<file path="config.mk">
export PLATFORM = sky130hd
export DESIGN_NAME = trcrq_queues
export DESIGN_NICKNAME = d
export VERILOG_FILES = /design/src/hdl/trcrq_pkg.sv /design/src/hdl/trcrq_queues.sv
export SDC_FILE = /design/constraint.sdc
export NUM_CORES = 2
export LEC_CHECK = 0
export BUFFER_PORTS_ARGS = -buffer_cell sky130_fd_sc_hd__buf_2
export CORE_MARGIN = 4
export CORE_UTILIZATION = 60
export CTS_BUF_LIST = sky130_fd_sc_hd__clkbuf_16
export DETAILED_ROUTE_END_ITERATION = 10
export PLACE_DENSITY = 0.86
export SLEW_MARGIN = 5
export SYNTH_ARGS = -nofsm -noshare
export SYNTH_HDL_FRONTEND = slang
export SYNTH_SLANG_ARGS = --single-unit
</file>
<file path="constraint.sdc">
create_clock -name clk -period 3.9 [get_ports clk]
set_input_delay 0.78 -clock clk [delete_from_list [all_inputs] [get_ports clk]]
set_output_delay 0.78 -clock clk [all_outputs]
set_load 0.02 [all_outputs]
</file>
<file path="src/hdl/trcrq_pkg.sv">
`default_nettype none
package trcrq_pkg;
	localparam int QueueDepth = 16;
	localparam int NumDirs = 5;
	localparam int NumClasses = 3;
	localparam int NumQueues = NumDirs * NumClasses;
	localparam int SlotBits = $clog2(QueueDepth);
	localparam int CountBits = $clog2(QueueDepth + 1);
	localparam int QueueBits = $clog2(NumQueues);

	localparam logic [2:0] DirLocal = 3'd0;
	localparam logic [2:0] DirNorth = 3'd1;
	localparam logic [2:0] DirEast = 3'd2;
	localparam logic [2:0] DirSouth = 3'd3;
	localparam logic [2:0] DirWest = 3'd4;
	localparam logic [1:0] ClassMain = 2'd2;

	localparam logic [2:0] RegMyX = 3'd0;
	localparam logic [2:0] RegMyY = 3'd1;
	localparam logic [2:0] RegWidth = 3'd2;
	localparam logic [2:0] RegHeight = 3'd3;
	localparam logic [2:0] RegAdaptive = 3'd4;

	typedef enum logic [1:0] {
		ACT_ROUTE = 2'd0,
		ACT_REMOVE = 2'd1,
		ACT_PEEK = 2'd2,
		ACT_NONE = 2'd3
	} action_t;

	// Classified command passed from the front part to the back part.
	typedef struct packed {
		action_t action;
		logic [5:0] vc_id;
		logic at_destination;
		logic escape_valid;
		logic [2:0] escape_dir;
		logic escape_class;
		logic main_x_valid;
		logic [2:0] main_x_dir;
		logic main_y_valid;
		logic [2:0] main_y_dir;
		logic peek_ok;
		logic [QueueBits-1:0] peek_queue;
	} cmd_t;

	// Result of one transaction.
	typedef struct packed {
		logic at_destination;
		logic escape_valid;
		logic [2:0] escape_dir;
		logic escape_class;
		logic main_x_valid;
		logic [2:0] main_x_dir;
		logic main_y_valid;
		logic [2:0] main_y_dir;
		logic queue_full;
		logic peek_valid;
		logic [5:0] peek_vc;
	} result_t;

	function automatic logic [QueueBits-1:0] queue_index(logic [2:0] dir, logic [1:0] cls);
		logic [5:0] q;
		q = {3'd0, dir} * 6'd3 + {4'd0, cls};
		return q[QueueBits-1:0];
	endfunction
endpackage
`default_nettype wire

</file>
<file path="src/hdl/trcrq_queues.sv">
`default_nettype none
module trcrq_queues (
	input wire logic clk,
	input wire logic arst_n,
	input wire logic cmd_valid,
	input wire trcrq_pkg::cmd_t cmd,
	output logic cmd_ready,
	output logic res_valid,
	input wire logic res_ready,
	output trcrq_pkg::result_t res
);
	localparam int NQ = trcrq_pkg::NumQueues;
	localparam int D = trcrq_pkg::QueueDepth;
	localparam int CB = trcrq_pkg::CountBits;

	logic [5:0] ent_q [NQ][D];
	logic [CB-1:0] cnt_q [NQ];
	logic [NQ-1:0] ins_mask;
	logic full_drop;
	logic [D-1:0] match [NQ];
	logic [D-1:0] keep [NQ];
	logic take;
	trcrq_pkg::result_t res_d;

	// A command executes once the result register is free.
	assign cmd_ready = !res_valid || res_ready;
	assign take = cmd_valid && cmd_ready;

	// Queues written by a route command and drop detection.
	always_comb begin
		ins_mask = '0;
		full_drop = 1'b0;
		if (cmd.action == trcrq_pkg::ACT_ROUTE) begin
			if (cmd.at_destination)
				ins_mask[trcrq_pkg::queue_index(trcrq_pkg::DirLocal, 2'd0)] = 1'b1;
			if (cmd.escape_valid)
				ins_mask[trcrq_pkg::queue_index(cmd.escape_dir, {1'b0, cmd.escape_class})] = 1'b1;
			if (cmd.main_x_valid)
				ins_mask[trcrq_pkg::queue_index(cmd.main_x_dir, trcrq_pkg::ClassMain)] = 1'b1;
			if (cmd.main_y_valid)
				ins_mask[trcrq_pkg::queue_index(cmd.main_y_dir, trcrq_pkg::ClassMain)] = 1'b1;
		end
		for (int q = 0; q < NQ; q++)
			if (ins_mask[q] && cnt_q[q] == CB'(D)) full_drop = 1'b1;
	end

	// Per-queue first-match search for removal; keep marks slots before the hit.
	always_comb begin
		for (int q = 0; q < NQ; q++) begin
			for (int j = 0; j < D; j++)
				match[q][j] = (CB'(j) < cnt_q[q]) && (ent_q[q][j] == cmd.vc_id);
			keep[q] = (match[q] == '0) ? '1 : (match[q] - 1'b1) & ~match[q];
		end
	end

	// Queue storage: append, or delete and compact.
	always_ff @(posedge clk) begin
		if (take) begin
			for (int q = 0; q < NQ; q++) begin
				if (cmd.action == trcrq_pkg::ACT_ROUTE) begin
					if (ins_mask[q] && cnt_q[q] != CB'(D))
						ent_q[q][cnt_q[q][trcrq_pkg::SlotBits-1:0]] <= cmd.vc_id;
				end else if (cmd.action == trcrq_pkg::ACT_REMOVE && match[q] != '0) begin
					for (int j = 0; j < D - 1; j++)
						if (!keep[q][j]) ent_q[q][j] <= ent_q[q][j+1];
				end
			end
		end
	end

	always_ff @(posedge clk or negedge arst_n) begin
		if (!arst_n) begin
			for (int q = 0; q < NQ; q++) cnt_q[q] <= '0;
		end else if (take) begin
			for (int q = 0; q < NQ; q++) begin
				if (cmd.action == trcrq_pkg::ACT_ROUTE) begin
					if (ins_mask[q] && cnt_q[q] != CB'(D)) cnt_q[q] <= cnt_q[q] + 1'b1;
				end else if (cmd.action == trcrq_pkg::ACT_REMOVE && match[q] != '0) begin
					cnt_q[q] <= cnt_q[q] - 1'b1;
				end
			end
		end
	end

	// Result of the command being executed.
	always_comb begin
		res_d = '0;
		if (cmd.action == trcrq_pkg::ACT_ROUTE) begin
			res_d.at_destination = cmd.at_destination;
			res_d.escape_valid = cmd.escape_valid;
			res_d.escape_dir = cmd.escape_dir;
			res_d.escape_class = cmd.escape_class;
			res_d.main_x_valid = cmd.main_x_valid;
			res_d.main_x_dir = cmd.main_x_dir;
			res_d.main_y_valid = cmd.main_y_valid;
			res_d.main_y_dir = cmd.main_y_dir;
			res_d.queue_full = full_drop;
		end else if (cmd.action == trcrq_pkg::ACT_PEEK && cmd.peek_ok &&
				cnt_q[cmd.peek_queue] != '0) begin
			res_d.peek_valid = 1'b1;
			res_d.peek_vc = ent_q[cmd.peek_queue][0];
		end
	end

	// Output register.
	always_ff @(posedge clk or negedge arst_n) begin
		if (!arst_n) begin
			res_valid <= 1'b0;
		end else if (take) begin
			res_valid <= 1'b1;
		end else if (res_ready) begin
			res_valid <= 1'b0;
		end
	end

	always_ff @(posedge clk) begin
		if (take) res <= res_d;
	end
endmodule
`default_nettype wire

</file>
* Word-level counts from Yosys, hierarchy flattened
Memory sizes are Yosys's and may differ from the RTL's. Cells that the tools add are included.
Storage, ports and cells: bits in registers 98, bits in latches 0, RAM bits 1440, memory bits (read-only) 0, bits of input ports 31, output and inout bits 24, logic and storage cells 5075, memories 1
Memories:
- ent_q | depth 15, bits a word 96, read ports 16, clocked after Yosys merged registers in 0, wr ports 15, RTL line trcrq_queues.sv:16 | logic [5:0] ent_q [NQ][D];
Operators by class: $add $sub $neg 48, $mul 3, div/mod/pow operators 0, $lt $le $gt $ge 277, eq/ne operators 287, shift-type cells 0, mux-type cells 2660, bitwise operators 1400, reduce and logical (&&, ||, !) cells 372
Operator list (number):
- 2-to-1 mux 1 bit | 2542
- == test 6 bit | 240
- 2-to-1 mux 96 bit | 15
- OR 1 bit | 1350
- less-than comparator 4 x 5 -> 1 bit (first input constant) | 120
- demux 6 bit (select 4 bit) | 15
- 2-to-1 mux 15 bit | 21
- logical AND 1 bit | 306
- less-than comparator 3 x 5 -> 1 bit (first input constant) | 60
- logical NOT 16 bit | 15
- nonzero test 16 bit | 15
- 2-to-1 mux 5 bit | 47
- bitwise AND 15 bit | 15
- inverter 15 bit | 15
- subtractor 15 x 1 -> 15 bit (second input constant) | 15
- less-than comparator 1 x 5 -> 1 bit (first input constant) | 30
- less-than comparator 2 x 5 -> 1 bit (first input constant) | 30
- 2-to-1 mux 6 bit | 15
- greater-or-equal comparator 5 bit (second input constant) | 16
- inverter 4 -> 5 bit | 16
- adder 5 x 1 -> 5 bit (second input constant) | 15
- == test 5 bit (second input constant) | 15
- less-than comparator 5 x 1 -> 1 bit (second input constant) | 15
- != test 5 bit (second input constant) | 15
- 22 further kinds | 89

* Depth between registers and ports, before layout
depth in word-level cells 31, depth in mapped cells 18

* Worst setup path after synthesis
OpenSTA, ideal clock, no wires.
path kind input -> register, start point input res_ready, end point memory ent_q[11][90] in the netlist's numbering, enable pin, setup time 269 ps, arrival time 3651 ps, data required time 3631 ps, slack -20 ps, cell stages on the path 10, cell sequence nand2b_1 -> nand2_1 -> inv_1 -> nand3b_1 -> clkbuf_1 -> buf_1 -> clkbuf_1 -> clkbuf_1 -> a31oi_1 -> a32o_1
RTL lines:
- start, declared | RTL line trcrq_queues.sv:9 | input wire logic res_ready,
- end, declared | RTL line trcrq_queues.sv:16

==> metrics <==
Yosys cell types=103; Final Hold Fails=0; Clock transition at path regs=0.07 ns; largest area contributor in the netlist=edfxtp_1; sw frac=27.7%; post-CTS sizing=0; CTS tree=done; initial DRC count=5814; Post-CTS Setup Bufs=0; Max VDD drop=340 uV; Critical Path AT=4.30 ns; layout cells sized above 1=30.3%; fin cells=9497; sequential share of power=47.0%; GRT Util Overall=27.5%; placed cell area=96300 um^2; first-pass GRT wire length=349000 um; Tcrit/Tclk final=96.7%; RSZ-0062 raised after global routing=no; Area Growth Syn to Fin=10.6%; # hold bufs at CTS=0; max-slew violations=0; DRC viols=0; Clock power frac=36.4%; Yosys warning total=0; DPL Wire Length=156000 um; total power=0.0407 W; Reg area=45800 um^2; DR WL/cell=23.5 um; Worst setup EP type=flop; max_slew headroom=27.3%; worst-path maximum fanout=10; crit-path max cell delay=0.58 ns; #FFs+latches synth=1538; Starting Density=60.3%; Critical-path top delay cell=nor3_1; total leakage power=35.6 nW; Routed Antenna Nets=0; # port buffers=54; Cell Chain, Critical Path=or2_2 > nor4_1 > buf_4 > nor4_1 > buf_4 > nor3_1 > nand4_1 > o21a_1 > and2_1 > mux2_1; top cells by area, synth=edfxtp_1 48%, mux2_2 15%, xor2_1 7.6%; power density over the cells=402 nW/um^2; # rows=143; htree depth=4; number of I/O pins=55; Multi-input gate area=42400 um^2; die height=399 um; cell area after layout=101000 um^2; number of global-route vias before repair=62100; Core Area=152000 um^2; share of synthesized flip-flops with an asynchronous set or reset=4.94%; TritonCTS Sinks=1538; Syn Std Cell Area=91500 um^2; skew final=0.0311 ns; pin slew with the least headroom to its limit=1.08 ns; worst hold path class=in2async; number of antenna violations at the first check in global routing=9; WP data required=4.43 ns; synthesized net count=7173; Max clock buf depth=3; Crit Path Class=reg2reg; clock latency at the later pin of the worst-skew pair=0.80 ns; Post-synth EDFFs=1462; status=finished clean; pin count of the biggest net entering global routing=53; via count=60100; Die ar.=159000 um^2; DR pass1 iterations=6; P_int=0.0295 W; Comb power frac=16.7%; syn avg cell area=13.0 um^2; register area share after synthesis=50.0%; CP Launch Type=flop; Filler Cell Count=10000; post-synth top area share=48.0%; Congestion Overflow GR=0; Worst Reg-to-Reg Cells=10; number of max-cap violations=0; placed insts=9202; WL final=223000 um; root buf cell=clkbuf_16; GPL Wtd Cong=0.913; Tmin final=3.77 ns; Main synth FF type=edfxtp_1; vias per inst=6.33; Die W=399 um; Syn Inst Count=7058; Nets=7449; Setup Viol. Count Final=0; fmax=0.265 GHz; NetSw=0.0113 W; TritonCTS Buffers=160
## cell usage after synthesis (all sizes together), types with 23 or more instances
cell	instances
a21o	93
a21oi	132
a31o	38
a31oi	40
and2	53
and3	35
buf	213
clkbuf	272
dfrtp	76
edfxtp	1462
ha	83
inv	74
mux2	1350
mux4	24
nand2	281
nand2b	42
nand3	109
nand4	191
nor2	193
nor2b	25
nor3	84
nor4	186
o21ai	118
o22ai	27
or2	23
or4	42
xnor2	725
xor2	795
## flip-flops by register name, indices dropped and copies added (netlist names)
register / flops
res_valid: 1
res: 22
ent_q: 1440
cnt_q: 75
## cell usage in the layout (no fill, tap or decap), types with 35 or more instances in the layout
master	instances
ha_1	83
nand3_1	107
buf_4	477
and2_1	51
nor3_1	74
o21ai_0	95
dfrtp_1	76
nor2_1	173
and3_1	35
clkbuf_16	164
or4_1	41
buf_2	47
nand2_1	280
xor2_1	795
nor4_1	174
xnor2_1	725
nand2b_1	42
nand4_1	190
edfxtp_1	1462
mux2_1	94
a21oi_1	100
clkinv_1	38
a31o_2	36
mux2_2	1232
inv_1	115
a21o_1	93
buf_12	69
## layout make-up
cell class                 instances  share of cell area, %
antenna                            4                0.00988
clock buffer                     164                   4.05
clock inverter                   127                  0.861
inverter                          74                  0.274
multi-input combinational       4961                   41.8
sequential                      1538                   45.2
tap                             2030                   2.51
timing repair buffer             599                   5.22
## worst paths after layout
kind                       startpoint  slack (ns)           end
max                         cnt_q[40]        0.13  ent_q[6][95]
min                            arst_n        0.01     cnt_q[59]
min reg2reg                  cnt_q[2]        0.56      cnt_q[2]
max in group asynchronous      arst_n        3.07     cnt_q[12]
min in group clk            cmd_valid        0.21     res_valid
max reg2reg                 cnt_q[40]        0.13  ent_q[6][95]
## through the flow
step / setup WS (ns) / hold WS [ns] / setup TNS, ns / util, %
after floorplan: 0.0866 / 0.484 / 0 / -
after global placement: -0.319 / 0.527 / -7.96 / 63.5
after detailed placement: -0.313 / 0.531 / -21.96 / 63.5
after CTS: 0.297 / 0.00513 / 0 / 66.7
after global routing: 0.0698 / 0.0522 / 0 / 66.7
final: 0.129 / 0.0141 / 0 / 66.7
## critical path, delay by kind of cell (launching register included)
family,cells,cell delay (ns)
compound gates,1,0.35
mux,1,0.41
flops,1,0.52
buf+inv,2,0.37
simple gates,6,1.84
## cells by family after synthesis
logic type                 after synthesis  synth area share (%)
DFF                                   1538                  50.0
xor gates and xnor gates              1520                  14.5
muxes                                 1394                  17.5
and+or+nand+nor                       1341                  8.11
AOI/OAI and AO/OA                      622                  4.96
buffers and inverters                  559                  3.69
adders and majority gates               84                  1.16
## power groups by stage
stage	clock [W]	combinational [W]	sequential, W
floorplan	0	0.00469	0.0191
global placement	0	0.00633	0.0194
detailed placement	0	0.00655	0.0194
CTS	0.0149	0.00665	0.0191
global route	0.0155	0.00722	0.0192
finish	0.0148	0.00679	0.0191
## layer usage
layer,global-route usage [%],vias up,part of all wire (%)
li1,-,26700,-
met1,35.0,30100,39
met2,46.4,2743,49
met3,5.26,612,8.3
met4,11.0,2,4.0
met5,0,-,0.0054
Power figures use the tool's default switching activity.
