File: config.mk
export PLATFORM = sky130hd
export DESIGN_NAME = trcrq_cmd_fifo
export DESIGN_NICKNAME = d
export VERILOG_FILES = /design/src/hdl/trcrq_pkg.sv /design/src/hdl/trcrq_cmd_fifo.sv
export SDC_FILE = /design/constraint.sdc
export NUM_CORES = 1
export LEC_CHECK = 0
export BUFFER_PORTS_ARGS = -buffer_cell sky130_fd_sc_hd__buf_2
export CAP_MARGIN = 20
export CORE_ASPECT_RATIO = 1.4
export CORE_MARGIN = 2
export CORE_UTILIZATION = 50
export DETAILED_ROUTE_END_ITERATION = 16
export PLACE_DENSITY = 0.76
export REMOVE_ABC_BUFFERS = 1
export SLEW_MARGIN = 5
export SYNTH_ARGS = -nofsm -noshare
export SYNTH_HDL_FRONTEND = slang
export SYNTH_SLANG_ARGS = --single-unit
File: constraint.sdc
create_clock -name clk -period 3.2 [get_ports clk]
set_clock_uncertainty 0.2 [all_clocks]
set_input_delay 0.96 -clock clk [delete_from_list [all_inputs] [get_ports clk]]
set_output_delay 0.96 -clock clk [all_outputs]
set_load 0.01 [all_outputs]
File: src/hdl/trcrq_pkg.sv
`default_nettype none
package trcrq_pkg;
	localparam int QueueDepth = 16;
	localparam int NumDirs = 5;
	localparam int NumClasses = 3;
	localparam int NumQueues = NumDirs * NumClasses;
	localparam int SlotBits = $clog2(QueueDepth);
	localparam int CountBits = $clog2(QueueDepth + 1);
	localparam int QueueBits = $clog2(NumQueues);

	localparam logic [2:0] DirLocal = 3'd0;
	localparam logic [2:0] DirNorth = 3'd1;
	localparam logic [2:0] DirEast = 3'd2;
	localparam logic [2:0] DirSouth = 3'd3;
	localparam logic [2:0] DirWest = 3'd4;
	localparam logic [1:0] ClassMain = 2'd2;

	localparam logic [2:0] RegMyX = 3'd0;
	localparam logic [2:0] RegMyY = 3'd1;
	localparam logic [2:0] RegWidth = 3'd2;
	localparam logic [2:0] RegHeight = 3'd3;
	localparam logic [2:0] RegAdaptive = 3'd4;

	typedef enum logic [1:0] {
		ACT_ROUTE = 2'd0,
		ACT_REMOVE = 2'd1,
		ACT_PEEK = 2'd2,
		ACT_NONE = 2'd3
	} action_t;

	// Classified command passed from the front part to the back part.
	typedef struct packed {
		action_t action;
		logic [5:0] vc_id;
		logic at_destination;
		logic escape_valid;
		logic [2:0] escape_dir;
		logic escape_class;
		logic main_x_valid;
		logic [2:0] main_x_dir;
		logic main_y_valid;
		logic [2:0] main_y_dir;
		logic peek_ok;
		logic [QueueBits-1:0] peek_queue;
	} cmd_t;

	// Result of one transaction.
	typedef struct packed {
		logic at_destination;
		logic escape_valid;
		logic [2:0] escape_dir;
		logic escape_class;
		logic main_x_valid;
		logic [2:0] main_x_dir;
		logic main_y_valid;
		logic [2:0] main_y_dir;
		logic queue_full;
		logic peek_valid;
		logic [5:0] peek_vc;
	} result_t;

	function automatic logic [QueueBits-1:0] queue_index(logic [2:0] dir, logic [1:0] cls);
		logic [5:0] q;
		q = {3'd0, dir} * 6'd3 + {4'd0, cls};
		return q[QueueBits-1:0];
	endfunction
endpackage
`default_nettype wire

File: src/hdl/trcrq_cmd_fifo.sv
`default_nettype none
module trcrq_cmd_fifo (
	input wire logic clk,
	input wire logic arst_n,
	input wire logic push,
	input wire trcrq_pkg::cmd_t push_cmd,
	output logic not_full,
	input wire logic pop,
	output trcrq_pkg::cmd_t pop_cmd,
	output logic not_empty
);
	// Two-entry queue between front and back.
	trcrq_pkg::cmd_t slot_q [2];
	logic wr_q, rd_q;
	logic [1:0] cnt_q;

	assign not_full = cnt_q != 2'd2;
	assign not_empty = cnt_q != 2'd0;
	assign pop_cmd = slot_q[rd_q];

	always_ff @(posedge clk) begin
		if (push && not_full) slot_q[wr_q] <= push_cmd;
	end

	always_ff @(posedge clk or negedge arst_n) begin
		if (!arst_n) begin
			wr_q <= 1'b0;
			rd_q <= 1'b0;
			cnt_q <= 2'd0;
		end else begin
			if (push && not_full) wr_q <= ~wr_q;
			if (pop && not_empty) rd_q <= ~rd_q;
			cnt_q <= cnt_q + {1'b0, push && not_full} - {1'b0, pop && not_empty};
		end
	end
endmodule
`default_nettype wire

== Yosys cells after proc, flatten, opt, wreduce, memory -nomap -nowiden ==
Memories as Yosys holds them, arrays and structs flattened.
Index checks and enable logic that the tools add are counted.
Operators by class
  add/subtract/negate cells: 2
  equal/unequal tests: 1
  bitwise gates (word level): 2
  reductions and logical operators: 3
  muxes and demuxes: 2
Operators by type and width (number)
  2-bit by 1-bit adder with 2-bit output: 1
  1-bit logical AND: 2
  1-bit two-way mux: 2
  2-bit inequality test, second input constant: 1
  1-bit NOT: 2
  2-bit nonzero test: 1
  2-bit by 1-bit subtractor with 2-bit output: 1
Word-level totals
  logic and storage cells: 14
  register bits: 4
  bits in writable memories: 54
  input bits: 31
  memories kept: 1
Memory list
  slot_q: words 2, bits a word 27, read ports 1, clocked after Yosys merged registers in 0, wr ports 1, RTL line trcrq_cmd_fifo.sv:13  | trcrq_pkg::cmd_t slot_q [2];

== Depth between registers and ports, before layout ==
Gate-level depths: netlist of the first run.
  depth after elaboration: 4
  depth in mapped cells: 7
  mapped depth without buffers: 7

== Least setup slack after synthesis of the first run ==
No wires, ideal clock.
  path kind: input -> register
  start point: input push
  end point: memory slot_q[0][0] (netlist bit), enable pin
  arrival time: 2.204 ns
  buffers on the path: 0
  stages on the path: 2
  setup time: 0.411 ns
  setup slack: 0.385 ns
  path through: nand2_1 nor2_1
Between the ends
  longest elaborated chain between the ends: 3
RTL lines
  start: declaration: RTL line trcrq_cmd_fifo.sv:5  | input wire logic push,
  1-bit logical AND: RTL line trcrq_cmd_fifo.sv:22  | if (push && not_full) slot_q[wr_q] <= push_cmd;
  1-bit two-way mux: RTL line trcrq_cmd_fifo.sv:22
  1-bit two-way mux (not written as such): RTL line trcrq_cmd_fifo.sv:22
  end: declaration: RTL line trcrq_cmd_fifo.sv:13
No other way between the ends.

==> flow_summary_export.csv, run 1 <==
group,metric,value,unit
sta,tightestPinTransition,213.3,ps
cts,insertion_delay,320,ps
logic_synthesis,yosysMostFrequentCell,"sky130_fd_sc_hd__edfxtp_1",
cts,h_tree_lvls,3,
die,initial_utilization,0.5134,
layout,post-route-util,0.6363,
power,vdd_ir_drop_max,0.4473,mV
die,floorplan.die_area,0.004866,mm^2
worst_setup_path,timing.setup.critical_path_class,"reg -> out",
logic_synthesis,netlist_top_cells_area,"sky130_fd_sc_hd__edfxtp_1 75%, sky130_fd_sc_hd__mux2_2 14%, sky130_fd_sc_hd__dfrtp_1 4.6%",
logic_synthesis,syn_inst,101,
die,ioPinCount,60,
place,portBuffers,59,
die,placeableCoreArea,0.004204,mm^2
sta,max-slew-margin-rel,0.8578,
worst_setup_path,worst_setup_path_end_kind,"output port",
sta,grt_setup_unrepaired,"false",
cts,cts_hold_buffers,0,
logic_synthesis,ys.warnings.count,0,
drt,wl_met3,222,um
logic_synthesis,post_synth_edffs,54,
logic_synthesis,synth.lib_cells_used.distinct,14,
cts,cts.root.buffer_cell,"sky130_fd_sc_hd__clkbuf_8",
cts,cts-root-to-sink-buffers,2,
power,power_density_of_the_placed_cells,891.6,mW/mm^2
logic_synthesis,synth_largest_type_area_fraction,0.7513,
logic_synthesis,post_synth.cell_area_avg,21.37,um^2
logic_synthesis,ys_async_sr_fraction,0.06897,
drt,detailroute.wirelength.met2,2.037,mm
sta,layout_worst_path_cycle_share,0.8110,
sta,final-max-slew-violation-count,0,
drt,antenna_violating_nets_post_route,0,
layout,antenna_cells,0,
grt,first_pass_grt_wire_length,5.451,mm
drt,dr_total_vias,1123,
sta,setup_tns,0,ps
drt,routed_wl,3.648,mm
drt,drtIter0Drc,29,
logic_synthesis,ys_dominant_reg_cell,"sky130_fd_sc_hd__edfxtp_1",
grt,grt_pass1_vias,1163,
sta,finalHoldViolations,0,
drt,met1_length,1.311,mm
place,hpwl,2.556,mm
logic_synthesis,postSynthRegisterBits,58,
layout,layout.filler_cells,327,
layout,finish.net_count,207,
worst_setup_path,worst-endpoint-required,2040,ps
drt,dr.pass1.iters,4,
power,leakagePower,0.001048,uW
worst_setup_path,max_stage_delay,380,ps
cts,cts_buffers,9,
grt,grt-ovfl-total,0,
min_path,timing.hold.worst.class,"in -> async",
grt,antenna_found_initial,0,
worst_setup_path,highest_delay_cell_along_the_critical_path,"sky130_fd_sc_hd__mux2_2",
layout,fraction_of_layout_instances_using_a_drive_strength_above_1,0.6011,
sta,setup-violations-final,0,
worst_setup_path,worst_ep_arrival_time,1440,ps
die,die_y,81.74,um
cts,tritoncts_num_sinks,58,
cts,post_cts_buffers,0,
worst_setup_path,crit_path_cell_trace,"buf_4, mux2_2, buf_2",
worst_setup_path,critical_path_peak_fanout,15,
die,fp.dieW,59.53,um
place,routabilityCongestion,0.6261,
logic_synthesis,post_synth_instance_area,0.002158,mm^2
sta,final_critical_delay_including_setup_and_external_delays,2595,ps
drt,vias_per_cell,5.036,
cts,clock_tree_from_tritoncts,"built",
grt,grt_max_degree,16,
drt,routed.top_layer,"met4",
layout,area_growth_synth_to_finish,23.94,%
logic_synthesis,synth_largest_area_cell,"sky130_fd_sc_hd__edfxtp_1",
logic_synthesis,share_of_the_yosys_chip_area_belonging_to_registers,0.7977,
cts,post_cts_resize_count,0,
grt,gr-usage-all-layers,0.1667,
logic_synthesis,netlist_top_cells_count,"54 x sky130_fd_sc_hd__edfxtp_1, 27 x sky130_fd_sc_hd__mux2_2, 4 x sky130_fd_sc_hd__dfrtp_1",
die,num_rows,28,
drt,wl_per_cell,16.36,um
outcome,outcome,"finished clean",
sta,max_freq,385.3,MHz
worst_setup_path,critPathLaunchType,"flip-flop",
flow_run,cap_viol_max_count,0,
drt,route.detailed.drc,0,
cts,cts.reportedPaths.clkPinSlew,50,ps
final timing paths:
path | startpoint | end | slack, ps | depth (start not counted)
worst max register to register | cnt_q[1] | cnt_q[1] | 1310 | 7
worst min-delay path | arst_n | cnt_q[0] | 240 | 1
min in group clk | cnt_q[0] | cnt_q[0] | 330 | 1
worst max-delay path | rd_q | pop_cmd[6] | 600 | 3
max in group asynchronous | arst_n | cnt_q[1] | 2440 | 1
worst min register to register | cnt_q[0] | cnt_q[0] | 330 | 1
state kept, by name, summed over array words and instances, names as in the netlist:
name / count
cnt_q: 2
rd_q: 1
slot_q: 54
wr_q: 1
area by class of cell:
class / instances / area, um^2 / area share
Sequential cell: 58 / 1722 / 0.6436
Multi-Input combinational cell: 39 / 401.6 / 0.1501
Timing Repair Buffer: 65 / 340.3 / 0.1272
Clock buffer: 11 / 131.4 / 0.04911
Tap cell: 45 / 56.30 / 0.02105
Clock inverter: 4 / 20.02 / 0.007484
Inverter: 1 / 3.754 / 0.001403
placed cells by master, fill, tap and decap left out, drive strengths merged:
master | Yosys | layout
buf | 3 | 65
edfxtp | 54 | 54
mux2 | 27 | 27
clkbuf | 0 | 11
clkinv | 0 | 4
dfrtp | 4 | 4
xnor2 | 3 | 3
ha | 2 | 2
or2 | 1 | 1
and2 | 1 | 1
inv | 1 | 1
nand2b | 1 | 1
nand2 | 1 | 1
and3 | 1 | 1
nor2 | 1 | 1
xor2 | 1 | 1
layer usage:
| metal | track usage | vias to the layer above |
|---|---|---|
| met3 | 0.07402 | 5 |
| met4 | 0.09333 | 0 |
| met1 | 0.1717 | 550 |
| met2 | 0.2780 | 35 |
| li1 | - | 533 |
| met5 | 0 | - |
where the power goes:
part | leakage [uW] | internal, uW | switching, uW | total, uW
Sequential | 0.000548 | 1040 | 52.9 | 1100
Combinational | 0.000417 | 370 | 398 | 768
Clock | 0.0000827 | 271 | 250 | 521
Total | 0.00105 | 1680 | 701 | 2390
critical path: cells and delay by family (launching register included):
kind	cells	cell delay (ps)
buf+inv	2	380
mux	1	380
flops	1	350
metrics by stage:
| step | power (uW) | worst slack (ps) | cell area (um^2) | cells | hold WS [ps] |
|---|---|---|---|---|---|
| after detailed placement | 1894 | 919.3 | 2524 | 208 | 319.3 |
| after global placement | 1852 | 970.9 | 2524 | 208 | 294.2 |
| after CTS | 2417 | 579.0 | 2675 | 223 | 226.1 |
| final | 2385 | 604.8 | 2675 | 223 | 236.9 |
| after floorplan | 1574 | 384.9 | 2125 | 98 | 260.8 |
| after global routing | 2513 | 529.3 | 2675 | 223 | 223.6 |
cell families (layout without fill, tap and decap cells):
family,after synthesis,after routing,share of synthesized area
simple gates,6,6,0.01623
buf+inv,4,81,0.01739
xor+xnor,4,4,0.01623
flops,58,58,0.7977
mux,27,27,0.1409
fa+ha+maj,2,2,0.01159
(Power assumes the default switching activity.)
==> run 2, diff against run 1 <==
==> constraint.sdc (replaced) <==
create_clock -name clk -period 2.55 [get_ports clk]
set_clock_uncertainty 0.2 [all_clocks]
set_input_delay 0.765 -clock clk [delete_from_list [all_inputs] [get_ports clk]]
set_output_delay 0.765 -clock clk [all_outputs]
set_load 0.01 [all_outputs]
==> flow_summary_export.csv, run 2 (synthesis gave the netlist of run 1 again) <==
group,metric,value,unit
place,dpl.cell_count,207,
sta,setup-violations-final,0,
cts,cts.root.buffer_cell,"sky130_fd_sc_hd__clkbuf_8",
sta,final_critical_delay_including_setup_and_external_delays,2462,ps
place,placement.cell_area,0.002529,mm^2
layout,largest_reg_flops,54,
die,floorplan.die_area,0.004866,mm^2
layout,ff_latch_area,0.001722,mm^2
worst_setup_path,critPathLaunchType,"flip-flop",
min_path,timing.hold.worst.class,"in -> async",
die,die_y,81.74,um
worst_setup_path,critical_path.n_buffers_inverters,2,
layout,registers.top_by_ff_count,"slot_q",
sta,timing.hold.ws,39.74,ps
grt,grt_util_met1,0.1607,
cts,cts_buffers,9,
grt,antenna_found_initial,0,
grt,busiest_layer,"met2",
worst_setup_path,setup.worst_path.start,"rd_q",
sta,max_freq,406.2,MHz
drt,dr.pass1.iters,4,
place,portBuffers,59,
cts,tritoncts_num_sinks,58,
layout,area_growth_synth_to_finish,24.29,%
grt,grt_pass1_vias,1153,
power,leakagePower,0.001047,uW
place,routabilityCongestion,0.6332,
worst_setup_path,crit_path_cell_trace,"buf_12, mux2_2, buf_2",
cts,cts.reportedPaths.clkPinSlew,60,ps
layout,layout.filler_cells,324,
cts,cts_hold_buffers,0,
grt,grt-ovfl-total,0,
layout,antenna_cells,0,
cts,cts-root-to-sink-buffers,2,
die,num_rows,28,
layout,multi_input_comb_area,401.6,um^2
drt,wl_per_cell,15.61,um
worst_setup_path,worst_ep_arrival_time,1500,ps
layout,final_cell_mix,"59 x sky130_fd_sc_hd__buf_2, 54 x sky130_fd_sc_hd__edfxtp_1, 27 x sky130_fd_sc_hd__mux2_2",
cts,post_cts_buffers,0,
power,power_density_of_the_placed_cells,1118,mW/mm^2
die,fp.dieW,59.53,um
power,vdd_ir_drop_max,0.6322,mV
sta,tightestPinTransition,378.6,ps
drt,route.detailed.drc,0,
grt,gr-usage-all-layers,0.1613,
sta,grt_setup_unrepaired,"false",
layout,stdcell_area,0.002683,mm^2
layout,reg.largest.list,"slot_q: 54 flops, cnt_q: 2 flops",
die,ioPinCount,60,
sta,finalHoldViolations,0,
grt,grt_max_degree,26,
drt,routed_wl,3.480,mm
sta,final-max-slew-violation-count,0,
die,placeableCoreArea,0.004204,mm^2
drt,drtIter0Drc,26,
drt,dr_total_vias,1125,
outcome,outcome,"finished clean",
worst_setup_path,max_stage_delay,450,ps
cts,clock_tree_from_tritoncts,"built",
cts,h_tree_lvls,3,
grt,globalRouteMet3Util,0.03937,
worst_setup_path,worst-endpoint-required,1590,ps
worst_setup_path,timing.setup.critical_path_class,"reg -> out",
sta,max-slew-margin-rel,0.7476,
cts,post_cts_resize_count,0,
layout,final_common_cell,"sky130_fd_sc_hd__buf_2",
worst_setup_path,rr_startpoint,"cnt_q[1]",
worst_setup_path,worst_setup_path_end_kind,"output port",
place,hpwl,2.421,mm
worst_setup_path,worst_path_dominant_cell_family,"flip-flops",
sta,layout_worst_path_cycle_share,0.9655,
grt,grt_util_met2,0.2747,
drt,vias_per_cell,5.045,
worst_setup_path,highest_delay_cell_along_the_critical_path,"sky130_fd_sc_hd__dfrtp_1",
layout,fraction_of_layout_instances_using_a_drive_strength_above_1,0.5899,
flow_run,cap_viol_max_count,0,
grt,first_pass_grt_wire_length,5.250,mm
worst_setup_path,critical_path_peak_fanout,25,
layout,finish.net_count,206,
layout,stdcell_count,223,
die,initial_utilization,0.5134,
cts,insertion_delay,320,ps
drt,antenna_violating_nets_post_route,0,
-- run 2: metrics by stage --
stage	setup TNS [ps]	total power (uW)	worst slack, ps	utilization
finish	0	3000	87.95	0.6381
global route	0	3169	24.94	0.6381
CTS	0	3051	61.56	0.6381
detailed placement	0	2376	430.0	0.6015
global placement	0	2338	444.0	0.6015
floorplan	-1891	1976	-70.05	-
-- run 2: worst paths after layout --
kind / to / slack [ps] / cells after the start
setup / recovery: pop_cmd[15] / 90 / 3
hold / removal: wr_q / 40 / 1
setup reg to reg: cnt_q[1] / 650 / 7
hold reg to reg: wr_q / 310 / 1
max in group asynchronous: cnt_q[0] / 1980 / 1
min in group clk: wr_q / 310 / 1
-- run 2: where the power goes --
part	internal, uW	switching (uW)
Clock	344	317
Combinational	475	483
Sequential	1310	72.8
-- run 2: routing by layer --
metal | vias up | part of all wire
li1 | 535 | -
met1 | 551 | 0.38
met2 | 31 | 0.56
met3 | 8 | 0.037
met4 | 0 | 0.024
met5 | - | 0
-- run 2: cell type report --
cell class,instances,share of cell area
Clock buffer,12,0.05037
Sequential cell,58,0.6418
Timing Repair Buffer,64,0.1287
Clock inverter,4,0.006996
Multi-Input combinational cell,39,0.1497
Tap cell,45,0.02099
Inverter,1,0.001399
