### src/hdl/trcrq_pkg.sv
`default_nettype none
package trcrq_pkg;
	localparam int QueueDepth = 16;
	localparam int NumDirs = 5;
	localparam int NumClasses = 3;
	localparam int NumQueues = NumDirs * NumClasses;
	localparam int SlotBits = $clog2(QueueDepth);
	localparam int CountBits = $clog2(QueueDepth + 1);
	localparam int QueueBits = $clog2(NumQueues);

	localparam logic [2:0] DirLocal = 3'd0;
	localparam logic [2:0] DirNorth = 3'd1;
	localparam logic [2:0] DirEast = 3'd2;
	localparam logic [2:0] DirSouth = 3'd3;
	localparam logic [2:0] DirWest = 3'd4;
	localparam logic [1:0] ClassMain = 2'd2;

	localparam logic [2:0] RegMyX = 3'd0;
	localparam logic [2:0] RegMyY = 3'd1;
	localparam logic [2:0] RegWidth = 3'd2;
	localparam logic [2:0] RegHeight = 3'd3;
	localparam logic [2:0] RegAdaptive = 3'd4;

	typedef enum logic [1:0] {
		ACT_ROUTE = 2'd0,
		ACT_REMOVE = 2'd1,
		ACT_PEEK = 2'd2,
		ACT_NONE = 2'd3
	} action_t;

	// Classified command passed from the front part to the back part.
	typedef struct packed {
		action_t action;
		logic [5:0] vc_id;
		logic at_destination;
		logic escape_valid;
		logic [2:0] escape_dir;
		logic escape_class;
		logic main_x_valid;
		logic [2:0] main_x_dir;
		logic main_y_valid;
		logic [2:0] main_y_dir;
		logic peek_ok;
		logic [QueueBits-1:0] peek_queue;
	} cmd_t;

	// Result of one transaction.
	typedef struct packed {
		logic at_destination;
		logic escape_valid;
		logic [2:0] escape_dir;
		logic escape_class;
		logic main_x_valid;
		logic [2:0] main_x_dir;
		logic main_y_valid;
		logic [2:0] main_y_dir;
		logic queue_full;
		logic peek_valid;
		logic [5:0] peek_vc;
	} result_t;

	function automatic logic [QueueBits-1:0] queue_index(logic [2:0] dir, logic [1:0] cls);
		logic [5:0] q;
		q = {3'd0, dir} * 6'd3 + {4'd0, cls};
		return q[QueueBits-1:0];
	endfunction
endpackage
`default_nettype wire

### src/hdl/trcrq_classify.sv
`default_nettype none
module trcrq_classify (
	input wire logic [1:0] action,
	input wire logic [5:0] vc_id,
	input wire logic [7:0] dest_x,
	input wire logic [7:0] dest_y,
	input wire logic [7:0] origin_x,
	input wire logic [7:0] origin_y,
	input wire logic [2:0] peek_dir,
	input wire logic [1:0] peek_class,
	input wire logic [7:0] my_x,
	input wire logic [7:0] my_y,
	input wire logic [8:0] ring_width,
	input wire logic [8:0] ring_height,
	input wire logic adaptive_mode,
	output trcrq_pkg::cmd_t cmd
);
	// Signed 11-bit arithmetic covers coordinate plus or minus half a ring.
	logic signed [10:0] tx, ty, hx, hy, dxs, dys, mxs, mys;
	logic x_lt, x_gt, y_lt, y_gt, x_east, y_north, sx_any, sy_any;
	logic local_hit;

	always_comb begin
		hx = $signed({3'd0, ring_width[8:1]});
		hy = $signed({3'd0, ring_height[8:1]});
		dxs = $signed({3'd0, dest_x});
		dys = $signed({3'd0, dest_y});
		mxs = $signed({3'd0, my_x});
		mys = $signed({3'd0, my_y});
		x_lt = dest_x < my_x;
		x_gt = dest_x > my_x;
		y_lt = dest_y < my_y;
		y_gt = dest_y > my_y;
		tx = x_lt ? dxs + hx : dxs - hx;
		ty = y_lt ? dys + hy : dys - hy;
		x_east = tx <= mxs;
		y_north = ty <= mys;
		sx_any = x_lt | x_gt;
		sy_any = y_lt | y_gt;
		local_hit = !sx_any && !sy_any;
	end

	// Decode into the command for the back part.
	always_comb begin
		cmd = '0;
		cmd.vc_id = vc_id;
		unique case (action)
			trcrq_pkg::ACT_ROUTE: begin
				cmd.action = trcrq_pkg::ACT_ROUTE;
				if (local_hit) begin
					cmd.at_destination = 1'b1;
				end else begin
					cmd.escape_valid = 1'b1;
					if (sx_any) begin
						if (x_east) begin
							cmd.escape_dir = trcrq_pkg::DirEast;
							cmd.escape_class = (origin_x > my_x) ||
								({1'b0, my_x} == ring_width - 9'd1);
						end else begin
							cmd.escape_dir = trcrq_pkg::DirWest;
							cmd.escape_class = (origin_x < my_x) || (my_x == 8'd0);
						end
						cmd.main_x_valid = 1'b1;
						cmd.main_x_dir = x_east ? trcrq_pkg::DirEast : trcrq_pkg::DirWest;
					end else if (y_north) begin
						cmd.escape_dir = trcrq_pkg::DirNorth;
						cmd.escape_class = (origin_y > my_y) ||
							({1'b0, my_y} == ring_height - 9'd1);
					end else begin
						cmd.escape_dir = trcrq_pkg::DirSouth;
						cmd.escape_class = (origin_y < my_y) || (my_y == 8'd0);
					end
					if (sy_any && (!sx_any || adaptive_mode)) begin
						cmd.main_y_valid = 1'b1;
						cmd.main_y_dir = y_north ? trcrq_pkg::DirNorth : trcrq_pkg::DirSouth;
					end
				end
			end
			trcrq_pkg::ACT_REMOVE: cmd.action = trcrq_pkg::ACT_REMOVE;
			trcrq_pkg::ACT_PEEK: begin
				cmd.action = trcrq_pkg::ACT_PEEK;
				cmd.peek_ok = (peek_dir < 3'd5) && (peek_class < 2'd3);
				cmd.peek_queue = trcrq_pkg::queue_index(peek_dir, peek_class);
			end
			default: cmd.action = trcrq_pkg::ACT_NONE;
		endcase
	end
endmodule
`default_nettype wire

### config.mk
export PLATFORM = sky130hd
export DESIGN_NAME = trcrq_classify
export DESIGN_NICKNAME = d
export VERILOG_FILES = /design/src/hdl/trcrq_pkg.sv /design/src/hdl/trcrq_classify.sv
export SDC_FILE = /design/constraint.sdc
export NUM_CORES = 1
export LEC_CHECK = 0
export BUFFER_PORTS_ARGS = -buffer_cell sky130_fd_sc_hd__clkbuf_2
export CORE_UTILIZATION = 27
export DETAILED_ROUTE_END_ITERATION = 8
export PLACE_DENSITY_LB_ADDON = 0.25
export SETUP_SLACK_MARGIN = 0.2
export SLEW_MARGIN = 20
export SYNTH_ARGS = -nofsm -noshare
export SYNTH_HDL_FRONTEND = slang
export SYNTH_SLANG_ARGS = --single-unit
### constraint.sdc
create_clock -name vclk -period 10.8
set_input_delay 1.08 -clock vclk [all_inputs]
set_output_delay 1.08 -clock vclk [all_outputs]
set_load 0.01 [all_outputs]
* Word level (Yosys, flattened, before mapping)
Index checks and enable logic that the tools add are counted.
** Word-level totals
- Bits in registers :: 0
- Output and inout port bits :: 27
** Cells by class
- $add $sub $neg :: 7
- Multipliers :: 1
- Magnitude comparators :: 12
- Eq/ne operators :: 4
- Muxes and demuxes :: 14
- Bitwise gates (word level) :: 2
- Reductions and logical operators :: 13
** Operator list (count)
- greater-than comparator 8 bit :: 4
- < comparator 8 bit :: 4
- less-or-equal comparator 11 x 9 -> 1 bit :: 2
- two-way mux 11 bit :: 2
- adder 8 x 8 -> 9 bit :: 2
- equality test 8 x 9 -> 1 bit :: 2
- subtractor 8 x 8 -> 9 bit :: 2
- subtractor 9 x 1 -> 9 bit (second input constant) :: 2
- zero test 8 bit :: 2
- two-way mux 4 bit :: 4
- two-way mux 14 bit :: 1
- two-way mux 13 bit :: 1
- two-way mux 3 bit :: 2
- case mux 2 bit (3 select lines) :: 1
- logical OR 1 bit :: 5
- two-way mux 5 bit :: 1
- adder 4 x 2 -> 4 bit :: 1
- multiplier 3 x 2 -> 4 bit (second input constant) :: 1
- logical AND 1 bit :: 3
- < comparator 3 bit (second input constant) :: 1
- equality test 2 x 1 -> 1 bit (second input constant) :: 1
- equality test 2 bit (second input constant) :: 1
- zero test 1 bit :: 2
- zero test 2 bit :: 1
- other kinds (4) :: 5

* Longest topological paths before layout
Gate-level depths: netlist (run 1).
- Word-level depth :: 8
- Depth in mapped cells :: 18
- Mapped depth without buffers :: 17

* Worst setup path after synthesis (run 1)
Ideal clock, no wire load.
- Path type :: in2out
- Start point :: input my_y[3]
- End point :: output cmd[13] (netlist name)
- Data arrival time :: 4.288 ns
- Data required time :: 9.720 ns
- Slack :: 5.432 ns
- Stages :: 18
- Buffers on the path :: 2
- Cells stage by stage :: buf_2 inv_1 ha_1 a21oi_1 a21oi_1 a211oi_2 clkbuf_1 o21ai_0 o21ai_0 xnor2_1 ha_1 nand4_1 o22a_1 o21ai_0 a211oi_1 o21a_1 o2111ai_1 a221oi_1
** RTL lines
- start, declared :: RTL line trcrq_classify.sv:12 : input wire logic [7:0] my_y,
- end, declared :: RTL line trcrq_classify.sv:16 : output trcrq_pkg::cmd_t cmd

==> results.json, run 1 <==
{
  "vias": 3439,
  "design.seq.count": 0,
  "fp.dieW_um": 113,
  "synth_top_cell_area_share_pct": 32.5,
  "worstSetupPathType": "in2out",
  "rows": 40,
  "worst_pin_slew_ps": 1070,
  "antenna_found_initial": 0,
  "hpwlAfterDp_mm": 8.80,
  "fin_util_pct": 32.4,
  "timing.fmax_mhz": 159,
  "cp_max_fo": 17,
  "synthToLayoutAreaGrowth_pct": 16.8,
  "ys_types": 59,
  "detail_route.wl_per_cell_um": 14.4,
  "antenna_left": 0,
  "synth_warnings": 0,
  "required_ps": 9720,
  "switchingPower_mw": 0.119,
  "clkPwrFrac_pct": 0,
  "internal_power_mw": 0.0921,
  "startpoint": "my_y[1]",
  "p_comb_share_pct": 100.0,
  "peakVddDrop_uv": 21.3,
  "final.clkbuf_count": 0,
  "cp.arrival_ps": 5230,
  "io_buffers": 93,
  "rsz0062_at_grt": "no",
  "die_area_mm2": 0.0129,
  "synthTopCellsByArea": "ha_1, xnor2_1, inv_1, o21ai_0, a21oi_1",
  "switching_share_pct": 56.4,
  "hp-class": "in2out",
  "synth_top_area_cell": "ha_1",
  "seqPwrFrac_pct": 0,
  "syn_area_per_cell_um2": 7.48,
  "power_density_mw_per_mm2": 54.0,
  "yosysSeqAreaShare_pct": 0,
  "die_y_um": 113,
  "synth_area_mm2": 0.00335,
  "seqCellArea_um2": 0,
  "crit_path_end_kind": "output pin",
  "io_pins": 107,
  "gp_congestion": 0.849,
  "power.leakage_nw": 1.97,
  "drive_above_1_share_pct": 19.5,
  "hold_viol": 0,
  "netlist_instances": 448,
  "antenna-diode-count": 0,
  "grt_pass1_vias": 3276,
  "track_usage_pct": 15.4,
  "post-cts-setup-buffer-count": 0,
  "maxSlewHeadroom_pct": 28.7,
  "grt_pass1_wl_mm": 16.2,
  "first_pass_iters": 4,
  "drcViolationCount": 0,
  "wl_mm": 9.95,
  "fp.coreArea_mm2": 0.0121,
  "grt_overflow": 0,
  "vias_per_cell": 4.97,
  "drt-initial-drc-count": 161,
  "min_period_ps": 6310,
  "cp-endpoint": "cmd[13]",
  "fin_tns_setup_ps": 0,
  "grt_max_degree": 18,
  "post_cts_resized": 0,
  "setup_viol": 0,
  "worstSetupStartpointType": "primary input",
  "initial_core_util_pct": 27.8,
  "maxCapViolations": 0,
  "finalNetCount": 699,
  "postCtsHoldBufs": 0,
  "status": "complete, no violations",
  "drv_slew": 0,
  "final.period_utilization_pct": 58.4
}
## layout by cell type (no fill, tap or decap), drive strengths merged, types with 3 or more instances in the layout
master	synthesis	routed
ha	87	87
nand3b	3	3
mux2i	3	3
a31oi	4	4
a21oi	27	27
nand3	7	7
o21bai	5	5
o31ai	3	3
or3	5	5
a211oi	6	6
o21ai	31	31
nand2b	5	5
a211o	3	3
clkbuf	5	93
xnor2	28	28
inv	58	58
nor3b	3	3
and3	3	3
and2	5	5
nor4	8	8
fa	6	6
a21o	10	10
nand4	14	14
xor2	6	6
nor2b	11	11
nand2	19	19
a2111oi	3	3
o211ai	9	9
nor3	12	12
nor2	18	18
## cells in the mapped netlist, drive strengths merged (4+ instances only)
| cell | number |
|---|---|
| nand4 | 14 |
| o21ai | 31 |
| fa | 6 |
| a21oi | 27 |
| a211oi | 6 |
| inv | 58 |
| o211ai | 9 |
| ha | 87 |
| o21bai | 5 |
| a21o | 10 |
| nand2 | 19 |
| and2 | 5 |
| nand2b | 5 |
| or3 | 5 |
| xnor2 | 28 |
| nor2 | 18 |
| clkbuf | 5 |
| nand3 | 7 |
| nor2b | 11 |
| nor3 | 12 |
| a31oi | 4 |
| nor4 | 8 |
| xor2 | 6 |
| buf | 13 |
## power by group through the flow
stage / Sequential (mW) / Clock [mW] / Combinational [mW]
5_1_grt: 0 / 0 / 0.239
6_report: 0 / 0 / 0.211
3_3_place_gp: 0 / 0 / 0.208
2_1_floorplan: 0 / 0 / 0.148
4_1_cts: 0 / 0 / 0.211
3_5_place_dp: 0 / 0 / 0.210
## routing by layer
metal,routed length (um),track usage (%),up-vias
met3,401,0.903,2
met2,4510,26.1,69
li1,-,-,1770
met1,5040,22.7,1598
met4,5,0.0877,0
met5,0,0,-
## critical path, stage by stage
cell	delay, ps
clkbuf_2	110
inv_1	80
ha_1	290
nor2b_1	140
o211ai_1	180
a21oi_1	100
a211oi_2	880
o21ai_0	250
o21ai_0	170
xnor2_1	100
ha_1	300
nand4_1	120
a21oi_1	140
o21ai_0	140
a211oi_1	350
o21a_1	170
o2111ai_1	170
a221oi_1	280
clkbuf_2	180
## how the worst min path moves through the flow
stage	start	to	slack, ps	depth (start not counted)
after floorplan	action[0]	cmd[18]	2210	1
after global placement	vc_id[1]	cmd[20]	2160	0
after detailed placement	vc_id[1]	cmd[20]	2160	0
after CTS	vc_id[1]	cmd[20]	2160	0
after global routing	vc_id[1]	cmd[20]	2160	0
final	vc_id[1]	cmd[20]	2160	0
## area by class of cell
type,instances,area (um2)
Inverter,58,218
Timing Repair Buffer,93,465
Multi-Input combinational cell,373,3020
Tap cell,168,210
Fill cell,1323,8150
## stage by stage
step           cells  hold WS (ps)  instance area, um2  power, mW  setup slack [ps]
2_1_floorplan    449          2210                3350      0.148              5430
3_3_place_gp     692          2160                3910      0.208              4610
3_5_place_dp     692          2160                3910      0.210              4510
4_1_cts          692          2160                3910      0.211              4480
5_1_grt          692          2160                3910      0.239              3990
6_report         692          2160                3910      0.211              4490
## cells by family after synthesis
kind of cell / count (synthesis) / share of synthesized area, %
AO/OA/AOI/OAI: 121 / 24.1
XOR/XNOR: 34 / 8.89
adder cells (fa/ha/maj): 93 / 36.1
buffers and inverters: 76 / 10.0
multiplexers: 4 / 1.34
other: 1 / 0.112
AND/OR/NAND/NOR: 119 / 19.5
No activity file was read; power rests on OpenSTA's default activity.
==> run 2: changes to the inputs <==
==> constraint.sdc (replaced) <==
create_clock -name vclk -period 5.6
set_input_delay 0.56 -clock vclk [all_inputs]
set_output_delay 0.56 -clock vclk [all_outputs]
set_load 0.01 [all_outputs]
==> run 2 against run 1 <==
Clock-buffer cell count did not move. Total power rose by 95%. Utilization rose by 0.062 points. Design area rose by 0.19%. Wire length rose by 1.7%. Via count rose by 1.5%. Global-route usage rose by 0.42 points. Combinational power rose by 95%.
==> results.json, run 2 (synthesis gave the netlist of run 1 again) <==
{
  "design.seq.count": 0,
  "first_pass_iters": 4,
  "drt-initial-drc-count": 150,
  "status": "complete, no violations",
  "wl_mm": 10.1,
  "layout_setup_ws_ps": 537,
  "track_usage_pct": 15.8,
  "worstSetupPathType": "in2out",
  "peakVddDrop_uv": 38.7,
  "mostFrequentLayoutCells": "clkbuf_2, ha_1, inv_1, o21ai_0, xnor2_1",
  "crit_path_end_kind": "output pin",
  "grt_max_degree": 18,
  "path_cells": "clkbuf_2 > inv_1 > ha_1 > a21o_1 > a21o_1 > a21o_1 > a21oi_1 > o21ai_0 > o21ai_0 > xnor2_1 > ha_1 > a211o_1 > o211ai_1 > a31oi_1 > a211o_1 > a32o_1 > and3_1 > a221oi_1 > clkbuf_2",
  "cp.depth": 19,
  "seqPwrFrac_pct": 0,
  "finalNetCount": 700,
  "die_area_mm2": 0.0129,
  "startpoint": "my_x[5]",
  "cp_top_family": "compound AO/OA/AOI/OAI gates",
  "postCtsHoldBufs": 0,
  "wl_met2_mm": 4.83,
  "p_comb_share_pct": 100.0,
  "clkPwrFrac_pct": 0,
  "post_cts_resized": 0,
  "rsz0062_at_grt": "no",
  "drcViolationCount": 0,
  "grt_pass1_vias": 3460,
  "synthToLayoutAreaGrowth_pct": 17.0,
  "worstSetupStartpointType": "primary input",
  "antenna_left": 0,
  "pre_cts_slack_ps": 559,
  "critPathMaxStageDelay_ps": 540,
  "wl_met3_um": 368,
  "drv_slew": 0,
  "vias_per_cell": 5.04,
  "worst_path_max_delay_cell": "a21oi_1",
  "power.leakage_nw": 1.98,
  "fp.dieW_um": 113,
  "top_layer": "met4",
  "seqCellArea_um2": 0,
  "setup_viol": 0,
  "initial_core_util_pct": 27.8,
  "io_pins": 107,
  "switchingPower_mw": 0.232,
  "hpwlAfterDp_mm": 8.95,
  "timing.hold.ws_ps": 1120,
  "fin_tns_setup_ps": 0,
  "required_ps": 5040,
  "detail_route.wl_per_cell_um": 14.6,
  "internal_power_mw": 0.180,
  "final.period_utilization_pct": 90.4,
  "vias": 3492,
  "fp.coreArea_mm2": 0.0121,
  "grt_pass1_wl_mm": 16.7,
  "die_y_um": 113,
  "cp.arrival_ps": 4500,
  "min_period_ps": 5060,
  "grt_overflow": 0,
  "antenna-diode-count": 0,
  "met1_length_mm": 4.87,
  "final.clkbuf_count": 0,
  "io_buffers": 93,
  "placed_cell_area_mm2": 0.00392,
  "worst_pin_slew_ps": 680,
  "timing.fmax_mhz": 198,
  "antenna_found_initial": 0,
  "rows": 40,
  "finish.instance_area_mm2": 0.00392,
  "switching_share_pct": 56.2,
  "multi_input_area_mm2": 0.00302,
  "whs_path_depth": 0,
  "drive_above_1_share_pct": 19.6,
  "fillerInstances": 1305,
  "hp-class": "in2out",
  "cp-endpoint": "cmd[13]",
  "maxCapViolations": 0,
  "power_density_mw_per_mm2": 105,
  "post-cts-setup-buffer-count": 0,
  "mostFrequentLayoutCell": "clkbuf_2",
  "maxSlewHeadroom_pct": 54.7,
  "cp_max_fo": 7,
  "worst_path_most_repeated_cell": "a21o_1",
  "crit_buf_inv": 3,
  "gp_congestion": 0.904,
  "hold_viol": 0
}
==> run 2: cell count changes in the layout (fill, tap and decap cells not counted) <==
cell   previous run  this run
buf_4             0         1
==> run 2: final cells by class <==
type | count | area share [%]
multi-input combinational | 373 | 77.0
timing repair buffer | 94 | 12.1
inverter | 58 | 5.56
tap | 168 | 5.36
==> run 2: worst min path at each step <==
stage / endpoint / slack, ps / start
finish: cmd[24] / 1120 / vc_id[5]
global route: cmd[20] / 1120 / vc_id[1]
CTS: cmd[20] / 1120 / vc_id[1]
detailed placement: cmd[20] / 1120 / vc_id[1]
global placement: cmd[20] / 1120 / vc_id[1]
floorplan: cmd[18] / 1170 / action[0]
==> run 2: metal layers <==
layer | up-vias | global-route usage [%]
met5 | - | 0
met4 | 0 | 1.05
met3 | 6 | 1.22
met2 | 73 | 28.1
met1 | 1643 | 21.7
li1 | 1770 | -
==> run 2: power by group through the flow <==
stage	logic (mW)	registers, mW	clock network (mW)
after CTS	0.413	0	0
after floorplan	0.286	0	0
final	0.412	0	0
after detailed placement	0.411	0	0
after global routing	0.468	0	0
after global placement	0.403	0	0
==> run 2: per-stage QoR <==
step / instances / utilization (%) / power (mW)
after floorplan: 449 / - / 0.286
after global routing: 693 / 32.5 / 0.468
after global placement: 693 / 32.5 / 0.403
after CTS: 693 / 32.5 / 0.413
after detailed placement: 693 / 32.5 / 0.411
final: 693 / 32.5 / 0.412
